[src/hfc_pkg.sv]
// Shared types, register indexes and reset values of the heater fire controller.
// No dependencies; used by hfc_core and heater_fire_controller_unit.
`timescale 1ns / 1ps
`default_nettype none

package hfc_pkg;

  localparam int unsigned FbW    = 12;
  localparam int unsigned DutyW  = 10;
  localparam int unsigned TempW  = 9;
  localparam int unsigned TimerW = 13;
  localparam int unsigned AddrW  = 3;
  localparam int unsigned CfgW   = 13;

  // register indexes
  localparam logic [AddrW-1:0] RegTargetFb   = 3'd0;
  localparam logic [AddrW-1:0] RegDutyMax    = 3'd1;
  localparam logic [AddrW-1:0] RegTempHigh   = 3'd2;
  localparam logic [AddrW-1:0] RegTempLow    = 3'd3;
  localparam logic [AddrW-1:0] RegBurstLimit = 3'd4;

  // reset values
  localparam logic [FbW-1:0]          TargetFbRst   = 12'd0;
  localparam logic [DutyW-1:0]        DutyMaxRst    = 10'd990;
  localparam logic signed [TempW-1:0] TempHighRst   = 9'sd70;
  localparam logic signed [TempW-1:0] TempLowRst    = 9'sd50;
  localparam logic [TimerW-1:0]       BurstLimitRst = 13'd7000;
  localparam logic [TimerW-1:0]       TimerMax      = 13'd8191;

  typedef struct packed {
    logic [FbW-1:0]          target_fb;
    logic [DutyW-1:0]        duty_max;
    logic signed [TempW-1:0] temp_high;
    logic signed [TempW-1:0] temp_low;
    logic [TimerW-1:0]       burst_limit;
  } cfg_t;

  typedef struct packed {
    logic              over_temp;
    logic              low_batt;
    logic [DutyW-1:0]  duty_level;
    logic [TimerW-1:0] burst_timer;
    logic              locked_out;
  } state_t;

  typedef struct packed {
    logic                    ms_tick;
    logic                    batt_low;
    logic signed [TempW-1:0] temperature;
    logic [FbW-1:0]          feedback;
    logic                    fire_pressed;
  } sample_t;

  typedef struct packed {
    logic             burst_timed_out;
    logic [1:0]       status_code;
    logic             firing;
    logic [DutyW-1:0] pwm_duty;
  } result_t;

endpackage

`default_nettype wire

[src/hfc_core.sv]
// Per-sample decision logic: status, firing, duty step, burst timer and lock-out.
// Depends on hfc_pkg.
`timescale 1ns / 1ps
`default_nettype none

module hfc_core (
  input  hfc_pkg::cfg_t    cfg_i,
  input  hfc_pkg::state_t  state_i,
  input  hfc_pkg::sample_t sample_i,
  output hfc_pkg::state_t  state_o,
  output hfc_pkg::result_t result_o
);

  logic       ot;
  logic       lb;
  logic [1:0] status;

  always_comb begin
    ot = state_i.over_temp;
    if (sample_i.temperature > cfg_i.temp_high) ot = 1'b1;
    // clear wins when the limits are set crosswise
    if (sample_i.temperature < cfg_i.temp_low) ot = 1'b0;
    lb     = state_i.low_batt | sample_i.batt_low;
    status = {ot, lb};
  end

  always_comb begin
    state_o           = state_i;
    state_o.over_temp = ot;
    state_o.low_batt  = lb;
    result_o          = '0;

    if (!sample_i.fire_pressed) begin
      state_o.burst_timer = '0;
      state_o.locked_out  = 1'b0;
    end else if (state_i.locked_out) begin
      // hold until release
    end else if (status != 2'b00) begin
      state_o.burst_timer = '0;
    end else if (state_i.burst_timer >= cfg_i.burst_limit) begin
      state_o.locked_out = 1'b1;
    end else begin
      result_o.firing   = 1'b1;
      result_o.pwm_duty = state_i.duty_level;
      if (sample_i.feedback > cfg_i.target_fb && state_i.duty_level != '0) begin
        state_o.duty_level = state_i.duty_level - 1'b1;
      end else if (sample_i.feedback < cfg_i.target_fb &&
                   state_i.duty_level < cfg_i.duty_max) begin
        state_o.duty_level = state_i.duty_level + 1'b1;
      end
      if (sample_i.ms_tick && state_i.burst_timer != hfc_pkg::TimerMax) begin
        state_o.burst_timer = state_i.burst_timer + 1'b1;
      end
    end

    result_o.status_code     = status;
    result_o.burst_timed_out = state_o.locked_out;
  end

endmodule

`default_nettype wire

[src/heater_fire_controller_unit.sv]
// Heater fire controller top level: config registers, state, output buffer.
// Depends on hfc_pkg and hfc_core.
`timescale 1ns / 1ps
`default_nettype none

// Usage
// - s_axis carries one sample per transaction (button, feedback code, coil
//   temperature, low-battery pin, ms tick). m_axis returns exactly one result
//   per sample, in order: duty, firing flag, status and lock-out flag.
// - The whole decision is worked out in the cycle of acceptance, straight from
//   the sample and the held state, and is registered in the output register,
//   or in the skid register while an earlier result waits to be taken.
// - Throughput is one sample per cycle while the buffer has room; the state
//   update is a single compare and +/-1 step, so samples chain with no gap.
// - A two-entry output buffer (output register plus skid register) lets a new
//   sample in while a result waits. s_axis_tready drops only when both are
//   full, i.e. after the receiver has stalled for two results.
// - The cfg port writes one register per cycle with cfg_we_i high; indexes
//   beyond the list are ignored. Write only while the block is idle.
// - Reset (rst_ni low, asynchronous) clears the flags, duty level, burst timer
//   and lock-out, empties the buffer and loads the register defaults
//   (target 0, duty max 990, high 70 C, low 50 C, burst limit 7000 ms).

module heater_fire_controller_unit (
  input  wire logic        clk_i,
  input  wire logic        rst_ni,

  input  wire logic        cfg_we_i,
  input  wire logic [2:0]  cfg_addr_i,
  input  wire logic [12:0] cfg_wdata_i,

  input  wire logic        s_axis_tvalid,
  output logic             s_axis_tready,
  // [0] fire_pressed, [12:1] feedback, [21:13] temperature,
  // [22] batt_low, [23] ms_tick
  input  wire logic [23:0] s_axis_tdata,

  output logic             m_axis_tvalid,
  input  wire logic        m_axis_tready,
  // [9:0] pwm_duty, [10] firing, [12:11] status_code,
  // [13] burst_timed_out, [15:14] zero
  output logic [15:0]      m_axis_tdata
);

  hfc_pkg::cfg_t    cfg_q;
  hfc_pkg::state_t  state_q, state_d;
  hfc_pkg::sample_t sample;
  hfc_pkg::result_t result;

  hfc_pkg::result_t out_q, skid_q;
  logic             out_valid_q, skid_valid_q;
  logic             in_acc, out_take;

  assign sample   = hfc_pkg::sample_t'(s_axis_tdata);
  assign in_acc   = s_axis_tvalid & s_axis_tready;
  assign out_take = m_axis_tvalid & m_axis_tready;

  // configuration registers
  always_ff @(posedge clk_i or negedge rst_ni) begin
    if (!rst_ni) begin
      cfg_q.target_fb   <= hfc_pkg::TargetFbRst;
      cfg_q.duty_max    <= hfc_pkg::DutyMaxRst;
      cfg_q.temp_high   <= hfc_pkg::TempHighRst;
      cfg_q.temp_low    <= hfc_pkg::TempLowRst;
      cfg_q.burst_limit <= hfc_pkg::BurstLimitRst;
    end else if (cfg_we_i) begin
      case (cfg_addr_i)
        hfc_pkg::RegTargetFb:   cfg_q.target_fb   <= cfg_wdata_i[11:0];
        hfc_pkg::RegDutyMax:    cfg_q.duty_max    <= cfg_wdata_i[9:0];
        hfc_pkg::RegTempHigh:   cfg_q.temp_high   <= $signed(cfg_wdata_i[8:0]);
        hfc_pkg::RegTempLow:    cfg_q.temp_low    <= $signed(cfg_wdata_i[8:0]);
        hfc_pkg::RegBurstLimit: cfg_q.burst_limit <= cfg_wdata_i;
        default: ;
      endcase
    end
  end

  hfc_core u_core (
    .cfg_i    (cfg_q),
    .state_i  (state_q),
    .sample_i (sample),
    .state_o  (state_d),
    .result_o (result)
  );

  // controller state advances once per accepted sample
  always_ff @(posedge clk_i or negedge rst_ni) begin
    if (!rst_ni) begin
      state_q <= '0;
    end else if (in_acc) begin
      state_q <= state_d;
    end
  end

  // output register plus skid register
  assign s_axis_tready = ~skid_valid_q;
  assign m_axis_tvalid = out_valid_q;
  assign m_axis_tdata  = {2'b00, out_q};

  always_ff @(posedge clk_i or negedge rst_ni) begin
    if (!rst_ni) begin
      out_valid_q  <= 1'b0;
      skid_valid_q <= 1'b0;
    end else if (out_take) begin
      if (skid_valid_q) begin
        skid_valid_q <= 1'b0;
      end else begin
        out_valid_q <= in_acc;
      end
    end else if (!out_valid_q) begin
      out_valid_q <= in_acc;
    end else if (in_acc) begin
      skid_valid_q <= 1'b1;
    end
  end

  always_ff @(posedge clk_i) begin
    if (out_take && skid_valid_q) begin
      out_q <= skid_q;
    end else if (in_acc && (out_take || !out_valid_q)) begin
      out_q <= result;
    end
    if (in_acc && out_valid_q && !out_take) begin
      skid_q <= result;
    end
  end

endmodule

`default_nettype wire

[config.mk]
export PLATFORM = sky130hd
export DESIGN_NAME = heater_fire_controller_unit
export DESIGN_NICKNAME = d
export VERILOG_FILES = /design/src/hfc_pkg.sv /design/src/hfc_core.sv /design/src/heater_fire_controller_unit.sv
export SDC_FILE = /design/constraint.sdc
export NUM_CORES = 1
export LEC_CHECK = 0
export BUFFER_PORTS_ARGS = -buffer_cell sky130_fd_sc_hd__buf_2
export CORE_ASPECT_RATIO = 0.5
export CORE_UTILIZATION = 49
export DETAILED_ROUTE_END_ITERATION = 10
export PLACE_DENSITY_LB_ADDON = 0.12
export RECOVER_POWER = 100
export SYNTH_ARGS = -nofsm -noshare
export SYNTH_HDL_FRONTEND = slang
export SYNTH_SLANG_ARGS = --single-unit
[constraint.sdc]
create_clock -name clk_i -period 3.6 [get_ports clk_i]
set_input_delay 0.54 -clock clk_i [delete_from_list [all_inputs] [get_ports clk_i]]
set_output_delay 0.54 -clock clk_i [all_outputs]
set_load 0.03 [all_outputs]
==> results.cfg <==
[outcome]
outcome = finished, violations left
violations = capacitance limit, slew limit

[power_and_ir_drop]
p_leak_uw = 0.00310
ir_drop_mv = 0.262
p_clk_share_pct = 24.7
switching_share_pct = 33.5
power_frac_comb_pct = 30.7
p_seq_share_pct = 44.6
switching_power_uw = 1240
p_int_uw = 2470
powerDensity_nw_per_um2 = 538

[timing]
post-route-period-util_pct = 95.7
final_hold_viol_count = 0
setup_violations = 0
max_freq_ghz = 0.290
fin_tns_setup_ns = 0
fin_ws_ns = 0.155
tightest_slew_ns = 1.91
slew_viol_final = 63
slew_headroom_pct = -27.5
fin_crit_ns = 3.44
rsz0062_at_grt = yes
clock_skew_ns = 0.0103

[setup_path]
cp_max_fo = 5
cp-start-kind = register
reg2reg_slack_ns = 0.16
required_ns = 3.84
cp.arrival_ns = 3.68
end_kind = register
critical_path_class = register to register

[routing]
drt-total-wl_um = 13100
drc = 0
via_per_inst = 5.26
drt_iter0_markers = 242
detail-route-antenna-nets = 0
wire_per_inst_um = 15.9
drtPass1Iterations = 5
num_vias = 4335

[layout]
drive_gt1_share_pct = 20.5
fin_util_pct = 57.8
fillCellCount = 1078
nets = 760
syn_to_final_growth_pct = 13.7
diodes = 0
fin_cells = 824

[floorplanning]
rows = 28
die_area_um2 = 12800
fp.dieW_um = 159
core_um2 = 11900
pin_count = 63
fp.dieH_um = 80.6
start_util_pct = 50.8

[logic_synthesis]
ys_top_cells_by_count = inv_1, dfrtp_1, ha_1, nand2_1, o21ai_0
yosysWarnings = 0
synthTopCellsByArea = dfrtp_1, edfxtp_1, ha_1
synth_cell_types = 64
synth_edf_count = 28
synth_area_um2 = 6060
postSynthCellCount = 572
synth.yosys.seq_area_share_pct = 47.8
synth_seq_cells = 109
synth-main-ff-cell = dfrtp_1
yosys.area.top_type = dfrtp_1
syn_area_per_cell_um2 = 10.6
yosysMostFrequentCell = inv_1
async_reset_ff_share_pct = 74.3
synth_top_area_share_pct = 24.8

[clock_network]
cts-hold-fix-buffers = 0
cts.htree.levels = 3
cts_tree = built
cts_made_buffers = 9
insertion_delay_ns = 0.35
cts_root_buf = clkbuf_16
clkSinkCount = 109
cts.path.max_buffers = 2
path_clk_slew_ns = 0.07

[global_routing]
grt_pass1_vias = 4154
grt_first_pass_wirelength_um = 21800
gr-total-overflow = 0
antenna_found_initial = 0
grt_use_total_pct = 22.4
grt_max_degree = 34

[place]
dpl.cell_count = 808
pre_cts_ws_ns = -0.108
gp_congestion = 0.793
place_hpwl_um = 9900
port_buffers = 60

[hold_path]
hold_class = primary input to register

[flow_run]
drv_cap = 2
-- registers in the layout, summed over array words and instances (netlist names) --
register and cells:
m_axis_tdata 14, m_axis_tvalid 1, skid_valid_q 1, skid_q 14, state_q 26, cfg_q 53
-- area by class of cell --
type	instances	area, um2	share of cell area, %
inverter	61	229	3.32
clock inverter	6	40.0	0.581
tap	165	206	3.00
sequential	109	2890	42.0
timing repair buffer	85	427	6.19
clock buffer	10	229	3.32
multi-input combinational	388	2860	41.6
-- worst paths after layout --
check                                      endpoint  cells after the start                     from
max                         state_q[22]$_DFFE_PN0P_                     15    cfg_q[50]$_DFFE_PN0P_
min                        skid_valid_q$_DFFE_PN0P_                      2            m_axis_tready
max reg2reg                 state_q[22]$_DFFE_PN0P_                     15    cfg_q[50]$_DFFE_PN0P_
min reg2reg                 state_q[24]$_DFFE_PN0P_                      1  state_q[24]$_DFFE_PN0P_
max in group asynchronous     cfg_q[15]$_DFFE_PN0P_                      2                   rst_ni
min in group asynchronous   state_q[22]$_DFFE_PN0P_                      1                   rst_ni
-- timing repair --
action	CTS	global route
buffers inserted	0	0
setup endpoints to repair	0	3
gates resized for setup	0	3
-- worst max-delay path: stages (launching register included) --
cell      delay (ns)
dfrtp_1         0.36
inv_1           0.08
ha_1            0.24
a21o_1          0.16
a21o_1          0.18
a21oi_1         0.32
a31oi_4         0.19
buf_4           0.19
fa_1            0.38
a21o_1          0.19
a21oi_1         0.18
o21bai_1        0.09
a21oi_1         0.20
o21ai_0         0.14
xor2_1          0.15
mux2_2          0.27
-- power by group through the flow --
stage | Clock, uW | Sequential (uW) | Combinational, uW
floorplan | 0 | 1790 | 672
global placement | 0 | 1670 | 1150
detailed placement | 0 | 1680 | 1170
CTS | 933 | 1650 | 1180
global route | 979 | 1680 | 1270
finish | 915 | 1660 | 1140
-- per-layer routing --
| layer | GRT usage (%) | up-vias | wire, um |
|---|---|---|---|
| met4 | 5.10 | 0 | 131 |
| met1 | 33.3 | 2044 | 7130 |
| met3 | 4.29 | 13 | 579 |
| li1 | - | 2189 | - |
| met2 | 33.6 | 89 | 5300 |
| met5 | 0 | - | 0 |
-- metrics by stage --
step	power, uW	cell area [um2]	hold WS [ns]
after floorplan	2460	6070	0.244
after global placement	2820	6700	0.432
after detailed placement	2840	6700	0.439
after CTS	3760	6970	0.0743
after global routing	3930	6890	0.386
final	3710	6890	0.386
-- cell usage in the layout, fill, tap and decap left out, types with 4 or more instances in the layout --
| master | synthesis | routed |
|---|---|---|
| inv_1 | 61 | 61 |
| nand2_1 | 60 | 60 |
| ha_1 | 60 | 60 |
| dfrtp_1 | 60 | 60 |
| o21ai_0 | 58 | 57 |
| buf_2 | 1 | 41 |
| a21oi_1 | 36 | 37 |
| mux2_2 | 32 | 32 |
| clkbuf_1 | 9 | 30 |
| edfxtp_1 | 28 | 28 |
| dfstp_2 | 21 | 21 |
| buf_4 | 3 | 14 |
| nor2_1 | 12 | 13 |
| nor3_1 | 11 | 11 |
| o21a_1 | 10 | 10 |
| and2_0 | 0 | 9 |
| clkbuf_16 | 0 | 9 |
| a21o_1 | 8 | 8 |
| nand3_1 | 7 | 7 |
| xnor2_1 | 7 | 7 |
| and3_1 | 6 | 6 |
| nand4_1 | 5 | 5 |
| a211oi_1 | 5 | 5 |
| nand2b_1 | 4 | 4 |
-- kinds of logic (layout without fill, tap and decap cells) --
| logic type | count (synthesis) | count (layout) | share of synthesized area, % |
|---|---|---|---|
| multiplexers | 33 | 33 | 6.12 |
| XOR/XNOR | 10 | 10 | 1.45 |
| AND/OR/NAND/NOR | 139 | 139 | 11.8 |
| flip-flops | 109 | 109 | 47.8 |
| AO/OA/AOI/OAI | 143 | 143 | 14.9 |
| other | 1 | 2 | 0.0619 |
| adder cells (fa/ha/maj) | 61 | 61 | 12.7 |
| buffers and inverters | 76 | 162 | 5.17 |
No activity file was read; power rests on OpenSTA's default activity.
